## src/hdl/bmd_pkg.sv

```systemverilog
// Shared types and constants for the block median decimator.
`timescale 1ns / 1ps

package bmd_pkg;

    localparam int SAMPLE_W = 24;

    typedef logic signed [SAMPLE_W-1:0] t_sample;

    typedef struct packed {
        logic load;   // latch candidate from RAM read data
        logic clear;  // zero the rank counters
        logic count;  // compare RAM read data against candidate
    } t_rank_ctl;

endpackage

```

## src/hdl/bmd_ram.sv

```systemverilog
// Generic single-write, single-read RAM with registered read data.
`timescale 1ns / 1ps

module bmd_ram #(
    parameter int WIDTH = 24,
    parameter int DEPTH = 17
) (
    input  logic                     i_clk,
    input  logic                     i_wr_en,
    input  logic [$clog2(DEPTH)-1:0] i_wr_addr,
    input  logic [WIDTH-1:0]         i_wr_data,
    input  logic [$clog2(DEPTH)-1:0] i_rd_addr,
    output logic [WIDTH-1:0]         o_rd_data
);

    logic [WIDTH-1:0] r_mem [DEPTH];

    always_ff @(posedge i_clk) begin
        if (i_wr_en) begin
            r_mem[i_wr_addr] <= i_wr_data;
        end
        o_rd_data <= r_mem[i_rd_addr];
    end

endmodule

```

## src/hdl/bmd_rank_unit.sv

```systemverilog
// Rank counter: holds one candidate and counts samples below / not above it.
`timescale 1ns / 1ps

module bmd_rank_unit #(
    parameter int CNT_W = 5,
    parameter int RANK  = 8
) (
    input  logic               i_clk,
    input  logic               i_rst_n,
    input  bmd_pkg::t_rank_ctl i_ctl,
    input  bmd_pkg::t_sample   i_rd_data,
    output bmd_pkg::t_sample   o_cand,
    output logic               o_hit
);

    localparam logic [CNT_W-1:0] RANK_C = CNT_W'(RANK);

    bmd_pkg::t_sample r_cand;
    logic [CNT_W-1:0] r_lt_cnt;
    logic [CNT_W-1:0] r_le_cnt;
    logic [CNT_W-1:0] n_lt_cnt;
    logic [CNT_W-1:0] n_le_cnt;

    always_comb begin
        n_lt_cnt = r_lt_cnt;
        n_le_cnt = r_le_cnt;
        if (i_ctl.clear) begin
            n_lt_cnt = '0;
            n_le_cnt = '0;
        end else if (i_ctl.count) begin
            if (i_rd_data < r_cand) begin
                n_lt_cnt = r_lt_cnt + CNT_W'(1);
            end
            if (i_rd_data <= r_cand) begin
                n_le_cnt = r_le_cnt + CNT_W'(1);
            end
        end
    end

    always_ff @(posedge i_clk) begin
        if (!i_rst_n) begin
            r_lt_cnt <= '0;
            r_le_cnt <= '0;
        end else begin
            r_lt_cnt <= n_lt_cnt;
            r_le_cnt <= n_le_cnt;
        end
    end

    always_ff @(posedge i_clk) begin
        if (i_ctl.load) begin
            r_cand <= i_rd_data;
        end
    end

    assign o_cand = r_cand;
    assign o_hit  = (r_lt_cnt <= RANK_C) && (r_le_cnt > RANK_C);

endmodule

```

## src/hdl/block_median_decimator_core.sv

```systemverilog
// Top level: block median decimator, buffer RAM plus rank-select sequencer.
`timescale 1ns / 1ps

// Collects WINDOW_LEN+1 signed 24-bit samples in a buffer RAM and emits
// the sample of rank WINDOW_LEN/2 (ascending) once per block. Samples of
// a block are taken one per cycle. After the last sample of a block the
// input stalls while the rank search runs: each candidate takes one read
// of the candidate and one sweep through the buffer over its single read
// port, and candidates are tried in buffer order until one has the rank.
// The emit step also waits while the previous result is still pending
// in the output register. Results wait in an output register while the
// next block fills.
module block_median_decimator_core #(
    parameter int WINDOW_LEN = 16
) (
    input  logic                    i_clk,
    input  logic                    i_rst_n,
    input  logic                    i_valid,
    output logic                    o_stall,
    input  logic signed [23:0]      i_sample,
    output logic                    o_valid,
    input  logic                    i_stall,
    output logic signed [23:0]      o_median_value
);

    localparam int DEPTH = WINDOW_LEN + 1;
    localparam int IDX_W = $clog2(DEPTH);
    localparam int CNT_W = $clog2(DEPTH + 1);
    localparam int RANK  = WINDOW_LEN / 2;

    localparam logic [IDX_W-1:0] LAST_IDX = IDX_W'(DEPTH - 1);
    localparam logic [CNT_W-1:0] SCAN_END = CNT_W'(DEPTH);

    localparam logic [2:0] S_FILL  = 3'd0;
    localparam logic [2:0] S_CAND  = 3'd1;
    localparam logic [2:0] S_LOAD  = 3'd2;
    localparam logic [2:0] S_SWEEP = 3'd3;
    localparam logic [2:0] S_JUDGE = 3'd4;
    localparam logic [2:0] S_EMIT  = 3'd5;

    logic [2:0]         r_state;
    logic [2:0]         n_state;
    logic [IDX_W-1:0]   r_fill;
    logic [IDX_W-1:0]   n_fill;
    logic [IDX_W-1:0]   r_cand_idx;
    logic [IDX_W-1:0]   n_cand_idx;
    logic [CNT_W-1:0]   r_scan_idx;
    logic [CNT_W-1:0]   n_scan_idx;
    logic               r_out_valid;
    logic               n_out_valid;
    bmd_pkg::t_sample   r_median;

    logic               in_beat;
    logic               out_beat;
    logic               emit;
    logic [IDX_W-1:0]   rd_addr;
    logic [bmd_pkg::SAMPLE_W-1:0] rd_data;
    bmd_pkg::t_rank_ctl rank_ctl;
    bmd_pkg::t_sample   cand;
    logic               hit;

    assign o_stall  = (r_state != S_FILL);
    assign in_beat  = i_valid && !o_stall;
    assign out_beat = r_out_valid && !i_stall;
    assign emit     = (r_state == S_EMIT) && (!r_out_valid || !i_stall);

    always_comb begin
        n_state    = r_state;
        n_fill     = r_fill;
        n_cand_idx = r_cand_idx;
        n_scan_idx = r_scan_idx;
        rd_addr    = r_cand_idx;
        rank_ctl   = '0;
        case (r_state)
            S_FILL: begin
                if (in_beat) begin
                    if (r_fill == LAST_IDX) begin
                        n_fill     = '0;
                        n_cand_idx = '0;
                        n_state    = S_CAND;
                    end else begin
                        n_fill = r_fill + IDX_W'(1);
                    end
                end
            end
            S_CAND: begin
                rd_addr = r_cand_idx;
                n_state = S_LOAD;
            end
            S_LOAD: begin
                rd_addr        = '0;
                rank_ctl.load  = 1'b1;
                rank_ctl.clear = 1'b1;
                n_scan_idx     = CNT_W'(1);
                n_state        = S_SWEEP;
            end
            S_SWEEP: begin
                rank_ctl.count = 1'b1;
                if (r_scan_idx == SCAN_END) begin
                    n_state = S_JUDGE;
                end else begin
                    rd_addr    = r_scan_idx[IDX_W-1:0];
                    n_scan_idx = r_scan_idx + CNT_W'(1);
                end
            end
            S_JUDGE: begin
                if (hit) begin
                    n_state = S_EMIT;
                end else begin
                    n_cand_idx = r_cand_idx + IDX_W'(1);
                    n_state    = S_CAND;
                end
            end
            S_EMIT: begin
                if (emit) begin
                    n_state = S_FILL;
                end
            end
            default: begin
                n_state = S_FILL;
            end
        endcase
    end

    always_comb begin
        n_out_valid = r_out_valid;
        if (out_beat) begin
            n_out_valid = 1'b0;
        end
        if (emit) begin
            n_out_valid = 1'b1;
        end
    end

    always_ff @(posedge i_clk) begin
        if (!i_rst_n) begin
            r_state     <= S_FILL;
            r_fill      <= '0;
            r_cand_idx  <= '0;
            r_scan_idx  <= '0;
            r_out_valid <= 1'b0;
        end else begin
            r_state     <= n_state;
            r_fill      <= n_fill;
            r_cand_idx  <= n_cand_idx;
            r_scan_idx  <= n_scan_idx;
            r_out_valid <= n_out_valid;
        end
    end

    always_ff @(posedge i_clk) begin
        if (emit) begin
            r_median <= cand;
        end
    end

    bmd_ram #(
        .WIDTH (bmd_pkg::SAMPLE_W),
        .DEPTH (DEPTH)
    ) u_buf (
        .i_clk     (i_clk),
        .i_wr_en   (in_beat),
        .i_wr_addr (r_fill),
        .i_wr_data (i_sample),
        .i_rd_addr (rd_addr),
        .o_rd_data (rd_data)
    );

    bmd_rank_unit #(
        .CNT_W (CNT_W),
        .RANK  (RANK)
    ) u_rank (
        .i_clk     (i_clk),
        .i_rst_n   (i_rst_n),
        .i_ctl     (rank_ctl),
        .i_rd_data (bmd_pkg::t_sample'(rd_data)),
        .o_cand    (cand),
        .o_hit     (hit)
    );

    assign o_valid        = r_out_valid;
    assign o_median_value = r_median;

    // A result appears only out of the emit step.
    a_rise_from_emit: assert property (@(posedge i_clk) disable iff (!i_rst_n)
        $rose(r_out_valid) |-> $past(r_state == S_EMIT))
        else $error("result raised outside emit");

    // A pending, stalled result is never overwritten by the next block.
    a_emit_waits: assert property (@(posedge i_clk) disable iff (!i_rst_n)
        (r_state == S_EMIT && r_out_valid && i_stall) |=> (r_state == S_EMIT))
        else $error("emit left while output slot busy");

    // Fill pointer and candidate index stay inside the buffer.
    a_idx_range: assert property (@(posedge i_clk) disable iff (!i_rst_n)
        (r_fill <= LAST_IDX) && (r_cand_idx <= LAST_IDX))
        else $error("buffer index out of range");

    // The candidate search ends with a hit before the buffer runs out.
    a_judge_hits_last: assert property (@(posedge i_clk) disable iff (!i_rst_n)
        (r_state == S_JUDGE && r_cand_idx == LAST_IDX) |-> hit)
        else $error("no candidate had the selected rank");

endmodule
```

## config.mk

```make
export PLATFORM = sky130hd
export DESIGN_NAME = block_median_decimator_core
export DESIGN_NICKNAME = d
export VERILOG_FILES = /design/src/hdl/bmd_pkg.sv /design/src/hdl/bmd_ram.sv /design/src/hdl/bmd_rank_unit.sv /design/src/hdl/block_median_decimator_core.sv
export SDC_FILE = /design/constraint.sdc
export NUM_CORES = 1
export LEC_CHECK = 0
export ABC_AREA = 0
export BUFFER_PORTS_ARGS = -buffer_cell sky130_fd_sc_hd__clkbuf_2
export CAP_MARGIN = 20
export CORE_ASPECT_RATIO = 0.6
export CORE_MARGIN = 2
export CORE_UTILIZATION = 55
export CTS_BUF_LIST = sky130_fd_sc_hd__clkbuf_8
export CTS_CLUSTER_DIAMETER = 40
export CTS_CLUSTER_SIZE = 24
export DETAILED_ROUTE_END_ITERATION = 10
export PLACE_DENSITY = 0.72
export SYNTH_ARGS = -nofsm -noshare
export SYNTH_HDL_FRONTEND = slang
export SYNTH_SLANG_ARGS = --single-unit
```

## constraint.sdc

```tcl
create_clock -name i_clk -period 3.4 [get_ports i_clk]
set_clock_uncertainty 0.05 [all_clocks]
set_input_delay 0.34 -clock i_clk [delete_from_list [all_inputs] [get_ports i_clk]]
set_output_delay 0.34 -clock i_clk [all_outputs]
set_load 0.005 [all_outputs]
```

### Word level (Yosys, flattened, before mapping)

Memories as Yosys holds them, arrays and structs flattened. A register that Yosys moved wholly into a read port is not among the register bits.
Index checks and enable logic that the tools add are counted.

* logic and storage cells: 74
* input port bits: 28
* memories: 1
* bits in latches: 0
* RAM bits: 408
* output and inout bits: 26
* memory bits (read-only): 0
* bits in registers: 77

* multipliers: 0
* eq/ne operators: 13
* muxes and demuxes: 21
* shifts and indexed selects: 0
* bitwise operators: 1
* reductions and logical operators: 20
* order comparisons: 4
* $add $sub $neg: 5
* div/mod/pow operators: 0

Memory list
* u_buf.r_mem: depth 17, bits a word 24, rd ports 1, clocked after memory_dff 1, write ports 1, RTL line bmd_ram.sv:16 `logic [WIDTH-1:0] r_mem [DEPTH];`

Operators with widths (count)
* $mux W5: 6
* $pmux W5 S2: 3
* $add A5 B1 Y5 const B: 5
* $le A24 B24 Y1: 1
* $lt A24 B24 Y1: 1
* $pmux W3 S6: 1
* $mux W3: 5
* $ne A2 B2 Y1 const B: 6
* $eq A5 B5 Y1 const B: 2
* $reduce_and A2 Y1: 4
* $reduce_and A4 Y1: 2
* $eq A3 B2 Y1 const B: 2
* $eq A3 B3 Y1 const B: 2
* $reduce_bool A2 Y1: 3
* $gt A5 B4 Y1 const B: 1
* $le A5 B4 Y1 const B: 1
* $mux W1: 5
* $logic_and A1 B1 Y1: 4
* $eq A3 B1 Y1 const B: 1
* $logic_not A1 Y1: 3
* $logic_not A3 Y1: 1
* $reduce_bool A3 Y1: 1
* $mux W2: 1
* $reduce_or A2 Y1: 1
* 2 further kinds: 2

### Depth between registers and ports, before layout

Gate-level depths: netlist of run 1.

* word-level depth: 5
* mapped depth: 12
* mapped depth without buffers: 9

### Hierarchy

A second synthesis of run 1 with hierarchy kept.

* cell total of the unflattened synthesis: 1044
* area total of the unflattened synthesis: 20114.3 um^2

Modules (own cells, without submodules)
* bmd_ram: times used 1, area each 16270.6 um^2, cells an instance 695, seq. area each 12732.2 um^2
* bmd_rank_unit: times used 1, area each 2009.4 um^2, cells an instance 190, seq. area each 920.9 um^2
* block_median_decimator_core: times used 1, area each 1834.3 um^2, cells an instance 159, seq. area each 1101.1 um^2

### Worst setup path after synthesis of run 1

No wires, ideal clock.

* path type: register to register
* start point: reg r_state[0]
* end point: mem u_buf.r_mem[10][0] (enable)
* arrival: 2209 ps
* data required time: 2967 ps
* path buffers: 2
* setup slack: 758 ps
* setup time: 383 ps
* clock period less this slack: 2642 ps
* cell stages (with the launch flop): 8
* cells stage by stage: dfxtp_1 -> clkbuf_1 -> nor3_1 -> and2_1 -> buf_1 -> nand2b_1 -> nor3b_1 -> and2_1

* word-level cells in the longest chain between the ends: 5

RTL lines
* start: declaration: RTL line block_median_decimator_core.sv:41 `logic [2:0] r_state;`
* start signal: assignment: RTL line block_median_decimator_core.sv:143 `r_state <= n_state;`
* $reduce_bool A3 Y1: RTL line block_median_decimator_core.sv:62 `assign o_stall = (r_state != S_FILL);`
* $logic_not A1 Y1: RTL line block_median_decimator_core.sv:63 `assign in_beat = i_valid && !o_stall;`
* $logic_and A1 B1 Y1: RTL line block_median_decimator_core.sv:63
* $mux W1: RTL line bmd_ram.sv:19 `if (i_wr_en) begin`
* $mux W1 (not written as such): RTL line bmd_ram.sv:20 `r_mem[i_wr_addr] <= i_wr_data;`
* end: declaration: RTL line bmd_ram.sv:16

Every way passes these cells.

### Worst setup path after layout of run 1

* start point: reg r_scan_idx[1]
* end point: reg u_buf.o_rd_data[14], read port of u_buf.r_mem

* word-level cells in the longest chain between the ends: 3

RTL lines
* start: declaration: RTL line block_median_decimator_core.sv:47 `logic [CNT_W-1:0] r_scan_idx;`
* start signal: assignment: RTL line block_median_decimator_core.sv:146 `r_scan_idx <= n_scan_idx;`
* $eq A5 B5 Y1: RTL line block_median_decimator_core.sv:99 `if (r_scan_idx == SCAN_END) begin`
* $mux W5 (*): RTL line block_median_decimator_core.sv:99
* $pmux W5 S2 (*): RTL line block_median_decimator_core.sv:74 `case (r_state)`
* end: declaration: RTL line bmd_ram.sv:13 `output logic [WIDTH-1:0] o_rd_data`

Mark *: on every way between the ends. The rest lies on a longest branch, timed or not.
A chain may end at the register's enable or synchronous reset.

==> impl_metrics.csv, run 1 <==
group,metric,value,unit
floorplan,dieArea,38000,µm²
worst_setup_path,critPathBufInv,2,
clocking,path_clk_slew,0.12,ns
placed_design,dp_hpwl,28300,µm
status,outcome,"completed",
clocking,cts-hold-fix-buffers,1,
floorplan,start_util,55.5,%
logic_synthesis,synthDistinctLibCells,54,
finish,multi_input_area,4810,µm²
route,route.detailed.drc,0,
logic_synthesis,yosysWarningCount,0,
worst_setup_path,end_kind,"flop",
route,first_pass_iters,5,
floorplan,chipHeight,152,µm
timing,worstMarginPinSlew,0.786,ns
power,clkPwrFrac,30.5,%
placed_design,place.gp.congestion,0.825,
logic_synthesis,synth_edf_count,456,
logic_synthesis,ys_seq_area_share,73.7,%
power,vdd_drop_max,0.000350,V
route,via_per_inst,5.99,
flow_run,drv_cap,0,
floorplan,fp.dieW,250,µm
timing,setup_viol,0,
worst_setup_path,arrival,3.46,ns
route,antenna_left,0,
worst_setup_path,critPathKind,"flop to flop",
logic_synthesis,synth_top_flop_cell,"edfxtp_1",
power,pwr-share-seq,64.4,%
logic_synthesis,async_flop_share,0,%
timing,finalCriticalPeriod,3.04,ns
placed_design,io_buffers,53,
power,switching_share,23.7,%
min_path,hold_path_class,"primary input to flop",
floorplan,fp.coreArea,36100,µm²
clocking,cts.repair.resized,0,
floorplan,rows,54,
logic_synthesis,ys_ff_latch,509,
floorplan,io_pins,54,
worst_setup_path,worst_path_max_delay_cell,"nor4_1",
timing,max-slew-margin-rel,47.2,%
global_route,grt_use_total,25.7,%
global_route,grt_overflow,0,
finish,layout_common_cells,"456 x edfxtp_1, 311 x nand2_1, 88 x a21oi_1",
route,totalWireLength,48400,µm
route,wl_per_cell,23.3,µm
timing,rsz0062_at_grt,"false",
timing,tns,0,ns
worst_setup_path,crit_path_start_kind,"flop",
timing,hold_viol,0,
clocking,cts_sinks,509,
power,p_int,8420,µW
worst_setup_path,cp_slowest_stage_delay,0.60,ns
clocking,cts_setup_buffers,0,
timing,timing.hold.ws,0.0652,ns
timing,setup_slack,0.362,ns
global_route,antenna_found_initial,1,
route,num_vias,12400,
clocking,clock_tree.buffer_depth,3,
power,p_sw,2620,µW
finish,seqCellArea,14800,µm²
finish,final_common_cell,"edfxtp_1",
logic_synthesis,syn_avg_cell_area,13.4,µm²
global_route,grt_first_pass_wirelength,73000,µm
worst_setup_path,worst_ep_required_time,3.83,ns
clocking,htreeDepth,2,
finish,area_growth,9.62,%
timing,fmax,329,MHz
worst_setup_path,crit_family,"simple AND/OR/NAND/NOR gates",
finish,layout-drive-gt1-share,12.2,%
worst_setup_path,cp_cell_sequence,"inv_1 > ha_1 > nand4bb_2 > and3_4 > or2_1 > nand2_1 > buf_4 > nor3_1 > nor4_1 > a31oi_1",
clocking,clock-root-buffer,"clkbuf_8",
timing,period_share,89.3,%
clocking,cts_tree,"built",
power,pwr-share-comb,5.1,%
global_route,grt_max_degree,57,
placed_design,dpl_worst_slack,0.420,ns
finish,fill_cells,2800,
route,drtIter0Drc,1622,
logic_synthesis,synth_nets,1555,
clocking,numCtsBuffers,37,
logic_synthesis,synth_cells,1492,
clocking,clk_latency,0.61,ns
power,power.density,503,nW/µm²
global_route,grt_pass1_vias,11700,
finish,nets,1632,
timing,drv_slew,0,
worst_setup_path,path_max_fanout,7,
logic_synthesis,syn_area,20000,µm²
power,p_leak,0.00755,µW
-- layer usage --
metal | GRT usage [%] | wire (µm)
met1 | 40.1 | 21500
met2 | 36.6 | 20800
met3 | 6.20 | 5320
met4 | 5.96 | 864
met5 | 0 | 12
-- logic make-up after synthesis --
kind of cell,count (synthesis),synth area share (%)
xor+xnor,9,0.394
buf+inv,122,2.57
flops,509,73.7
compound gates,234,7.35
simple gates,557,12.5
fa+ha+maj,35,2.19
mux,26,1.30
-- worst register-to-register path, stage by stage (launching register included) --
cell,delay [ns]
dfxtp_1,0.37
inv_1,0.07
ha_1,0.17
nand4bb_2,0.23
and3_4,0.27
or2_1,0.27
nand2_1,0.43
buf_4,0.25
nor3_1,0.06
nor4_1,0.61
a31oi_1,0.17
-- through the flow --
step,instances,util (%),cell area [µm²],total power [µW]
CTS,2074,60.9,22000,11100
detailed placement,2005,58.6,21200,7800
floorplan,1492,-,20000,7500
finish,2075,60.9,22000,11000
global placement,2005,58.6,21200,7780
global route,2074,60.9,22000,11400
-- registers in the layout (all words and copies together) (netlist names) --
name	flops
u_rank.r_le_cnt	5
u_rank.o_cand	24
o_median_value	24
u_buf.r_mem	408
r_cand_idx	5
r_state	3
r_fill	5
u_buf.o_rd_data	24
u_rank.r_lt_cnt	5
r_scan_idx	5
o_valid	1
-- layout make-up --
cell class | instances | share of cell area [%]
flip-flops and latches | 509 | 67.2
multi-input cells | 861 | 21.9
repair buffers | 119 | 3.87
well taps | 476 | 2.71
clock buffers | 42 | 2.63
clock inverters | 26 | 0.957
inverters | 41 | 0.701
diodes | 1 | 0.0114
-- synthesized netlist by cell type, types with 26 or more instances --
library cell  number  area [µm²]
nor3_1            29         145
inv_1             41         154
a21oi_1           89         445
a211oi_1          31         233
mux2i_1           26         260
nor2_1            48         180
a31oi_1           51         319
nand3_1           57         285
edfxtp_1         456       13700
dfxtp_1           53        1060
ha_1              35         438
and3_1            29         181
clkbuf_1          51         191
nand2_1          312        1170
-- worst paths after layout --
path,slack [ns],endpoint,startpoint,cells after the start
setup / recovery,0.36,u_buf.o_rd_data[14]$_DFF_P_,r_scan_idx[1]$_SDFFE_PN0P_,10
hold / removal,0.07,r_state[2]$_SDFFE_PN0P_,i_rst_n,3
hold reg to reg,0.40,u_rank.o_cand[7]$_DFFE_PP_,u_buf.o_rd_data[7]$_DFF_P_,0
setup reg to reg,0.36,u_buf.o_rd_data[14]$_DFF_P_,r_scan_idx[1]$_SDFFE_PN0P_,10
-- power by group through the flow --
stage	combinational, µW	sequential [µW]	clock [µW]
3_5_place_dp	559	7250	0
4_1_cts	564	7100	3420
6_report	567	7110	3360
3_3_place_gp	535	7240	0
2_1_floorplan	320	7180	0
5_1_grt	630	7120	3650
Note: power is estimated with default switching activity, not from simulation.
==> run 2: changes to the inputs <==
--- a/config.mk
+++ b/config.mk
@@ -5,7 +5,7 @@
 export SDC_FILE = /design/constraint.sdc
 export NUM_CORES = 1
 export LEC_CHECK = 0
-export ABC_AREA = 0
+export ABC_AREA = 1
 export BUFFER_PORTS_ARGS = -buffer_cell sky130_fd_sc_hd__clkbuf_2
 export CAP_MARGIN = 20
 export CORE_ASPECT_RATIO = 0.6
@@ -16,6 +16,7 @@
 export CTS_CLUSTER_SIZE = 24
 export DETAILED_ROUTE_END_ITERATION = 10
 export PLACE_DENSITY = 0.72
+export SLEW_MARGIN = 10
 export SYNTH_ARGS = -nofsm -noshare
 export SYNTH_HDL_FRONTEND = slang
 export SYNTH_SLANG_ARGS = --single-unit
==> run 2 against run 1 <==
  * Final cell count rose by 25%
  * Die area rose by 9.5%
  * Flip-flop and latch count did not move
  * Register-to-register slack improved by 0.15 ns
  * Sequential share of layout area fell by 5.4 points
  * First-iteration DRC count rose by 16%
  * Non-clock buffer count fell by 22
  * Synthesized cell count rose by 34%
  * Via count rose by 18%
  * Synthesized area rose by 9.7%
  * Critical path depth rose by 5
  * Critical path type unchanged
  * Critical endpoint is now u_buf.o_rd_data[8]$_DFF_P_
==> impl_metrics.csv, run 2 <==
group,metric,value,unit
status,outcome,"completed",
worst_setup_path,path_max_fanout,47,
timing,rsz0062_at_grt,"false",
timing,max-slew-margin-rel,43.2,%
logic_synthesis,synth_compound_area_share,1.41,%
floorplan,fp.coreArea,39200,µm²
placed_design,dp_hpwl,29300,µm
global_route,grt_pass1_vias,14100,
timing,setup_slack,0.508,ns
timing,tns,0,ns
route,totalWireLength,52200,µm
timing,timing.hold.ws,0.0909,ns
finish,nets,2105,
timing,worstMarginPinSlew,0.850,ns
logic_synthesis,syn_avg_cell_area,11.0,µm²
logic_synthesis,synth_common_cells,"456 x edfxtp_1, 454 x nand2_1, 414 x nand3_1, 263 x inv_1, 96 x nand3b_1",
placed_design,io_buffers,53,
floorplan,rows,56,
timing,hold_viol,0,
route,antenna_left,0,
finish,fill_cells,3126,
timing,setup_viol,0,
power,finalPower,18600,µW
global_route,grt_use_total,25.3,%
clocking,htreeDepth,2,
route,drtIter0Drc,1889,
worst_setup_path,worst_ep_required_time,3.85,ns
logic_synthesis,yosysWarningCount,0,
min_path,worstHoldStart,"i_sample[2]",
timing,finalCriticalPeriod,2.89,ns
logic_synthesis,synth.largest_area_cell,"edfxtp_1",
worst_setup_path,r2r_end,"u_buf.o_rd_data[8]$_DFF_P_",
clocking,numCtsBuffers,41,
timing,period_share,85.1,%
power,power.density,779,nW/µm²
clocking,cts_tree,"built",
logic_synthesis,synth_top_family_by_area,"simple AND/OR/NAND/NOR gates",
global_route,antenna_found_initial,2,
finish,utilization,60.8,%
finish,layout_common_cells,"456 x edfxtp_1, 454 x nand2_1, 413 x nand3_1",
worst_setup_path,arrival,3.35,ns
floorplan,start_util,56.0,%
logic_synthesis,yosys.area_share.simple,22.0,%
finish,final_common_cell,"edfxtp_1",
power,vdd_drop_max,0.000493,V
logic_synthesis,synth_fa_ha_area_share,1.99,%
placed_design,place.gp.congestion,0.832,
clocking,clk_latency,0.62,ns
logic_synthesis,synthXorXnorAreaFrac,0.239,%
worst_setup_path,reg2reg_depth,15,
clocking,cts_sinks,509,
global_route,grt_max_degree,104,
worst_setup_path,end_kind,"flop",
power,p_leak,0.00954,µW
route,wl_per_cell,20.1,µm
min_path,hold_path_class,"primary input to flop",
logic_synthesis,ys_ff_latch,509,
logic_synthesis,muxShareOfSynthArea,0,%
logic_synthesis,syn_area,22000,µm²
flow_run,drv_cap,0,
min_path,min_to,"u_buf.r_mem[2][2]$_DFFE_PP_",
logic_synthesis,synthDistinctLibCells,39,
floorplan,dieArea,41600,µm²
clocking,clock-root-buffer,"clkbuf_8",
clocking,cts_setup_buffers,0,
logic_synthesis,ys_seq_area_share,67.2,%
floorplan,chipHeight,159,µm
finish,layout-drive-gt1-share,9.60,%
route,num_vias,14700,
logic_synthesis,synth_top_area_share,62.3,%
logic_synthesis,synth_cells,2006,
worst_setup_path,critPathKind,"flop to flop",
placed_design,dpl_worst_slack,0.565,ns
timing,fmax,346,MHz
route,via_per_inst,5.68,
global_route,grt_first_pass_wirelength,80600,µm
floorplan,fp.dieW,262,µm
global_route,grt_overflow,0,
logic_synthesis,synth_nets,2069,
finish,area_growth,8.62,%
logic_synthesis,synth_top_flop_cell,"edfxtp_1",
finish,largest_reg_flops,408,
timing,drv_slew,0,
clocking,path_clk_slew,0.12,ns
finish,largest_register,"u_buf.r_mem",
worst_setup_path,r2r_slack,0.51,ns
logic_synthesis,synth.most_common_cell,"edfxtp_1",
clocking,clock_tree.buffer_depth,3,
min_path,holdPathStages,1,
worst_setup_path,timing.rr.start,"r_scan_idx[1]$_SDFFE_PN0P_",
logic_synthesis,async_flop_share,0,%
floorplan,io_pins,54,
route,first_pass_iters,5,
worst_setup_path,crit_path_start_kind,"flop",
logic_synthesis,synth_edf_count,456,
route,route.detailed.drc,0,
logic_synthesis,ys_top_cells_by_area,"edfxtp_1 62%, nand3_1 9.4%, nand2_1 7.8%, dfxtp_1 4.8%, inv_1 4.5%",
## run 2: through the flow
stage	cells	area [µm²]
after detailed placement	2519	22900
after CTS	2594	23900
final	2595	23900
after global routing	2594	23900
after floorplan	2006	22000
after global placement	2519	22900
## run 2: worst max path at each step
stage	cells after the start	slack, ns	start	to
final	15	0.51	r_scan_idx[1]$_SDFFE_PN0P_	u_buf.o_rd_data[8]$_DFF_P_
after global routing	11	0.32	r_state[0]$_SDFFE_PN0P_	u_buf.o_rd_data[7]$_DFF_P_
after CTS	15	0.56	r_scan_idx[1]$_SDFFE_PN0P_	u_buf.o_rd_data[8]$_DFF_P_
after detailed placement	15	0.57	r_scan_idx[1]$_SDFFE_PN0P_	u_buf.o_rd_data[8]$_DFF_P_
after global placement	15	0.67	r_scan_idx[1]$_SDFFE_PN0P_	u_buf.o_rd_data[12]$_DFF_P_
after floorplan	5	0.59	r_state[0]$_SDFFE_PN0P_	u_buf.r_mem[15][0]$_DFFE_PP_
## run 2: power by group
group	internal, µW	switching [µW]
combinational	2180	4970
clock	1510	2200
sequential	7410	307
total	11100	7480
## run 2: layer usage
metal / track usage (%) / wire length (µm) / vias to the layer above / share of wire [%]
met5: 0 / 11 / - / 0.021
met2: 37.7 / 22900 / 610 / 44
met3: 5.28 / 5050 / 97 / 9.7
met4: 6.63 / 1200 / 2 / 2.3
li1: - / - / 6868 / -
met1: 38.0 / 23100 / 7155 / 44
## run 2: logic make-up after synthesis
group           count (synthesis)
flops                         509
simple gates                 1031
compound gates                 56
fa+ha+maj                      35
buf+inv                       369
xor+xnor                        6
## run 2: final cells by class
cell class / instances / area (µm²) / share of cell area (%)
diodes: 1 / 2.50 / 0.0105
well taps: 522 / 653 / 2.74
repair buffers: 97 / 701 / 2.94
multi-input cells: 1128 / 5830 / 24.4
clock inverters: 31 / 347 / 1.45
inverters: 265 / 995 / 4.17
flip-flops and latches: 509 / 14800 / 61.8
clock buffers: 42 / 578 / 2.42
## run 2: worst max-delay path, stage by stage, from the launching register on
cell and delay [ns]:
dfxtp_1 0.39, inv_1 0.08, ha_1 0.17, nand2_1 0.06
inv_1 0.03, nand2_1 0.14, nand2_2 0.18, nand2_1 0.15
nand3_4 0.52, buf_4 0.46, nand3_1 0.11, nand3_1 0.09
nand3_1 0.15, nand2_1 0.06, nand2_1 0.05, nand2_1 0.06
## run 2: repair_timing
action	in CTS	in global routing
hold buffers	2	0
gates resized for setup	0	0
endpoints found under the hold margin	4	0
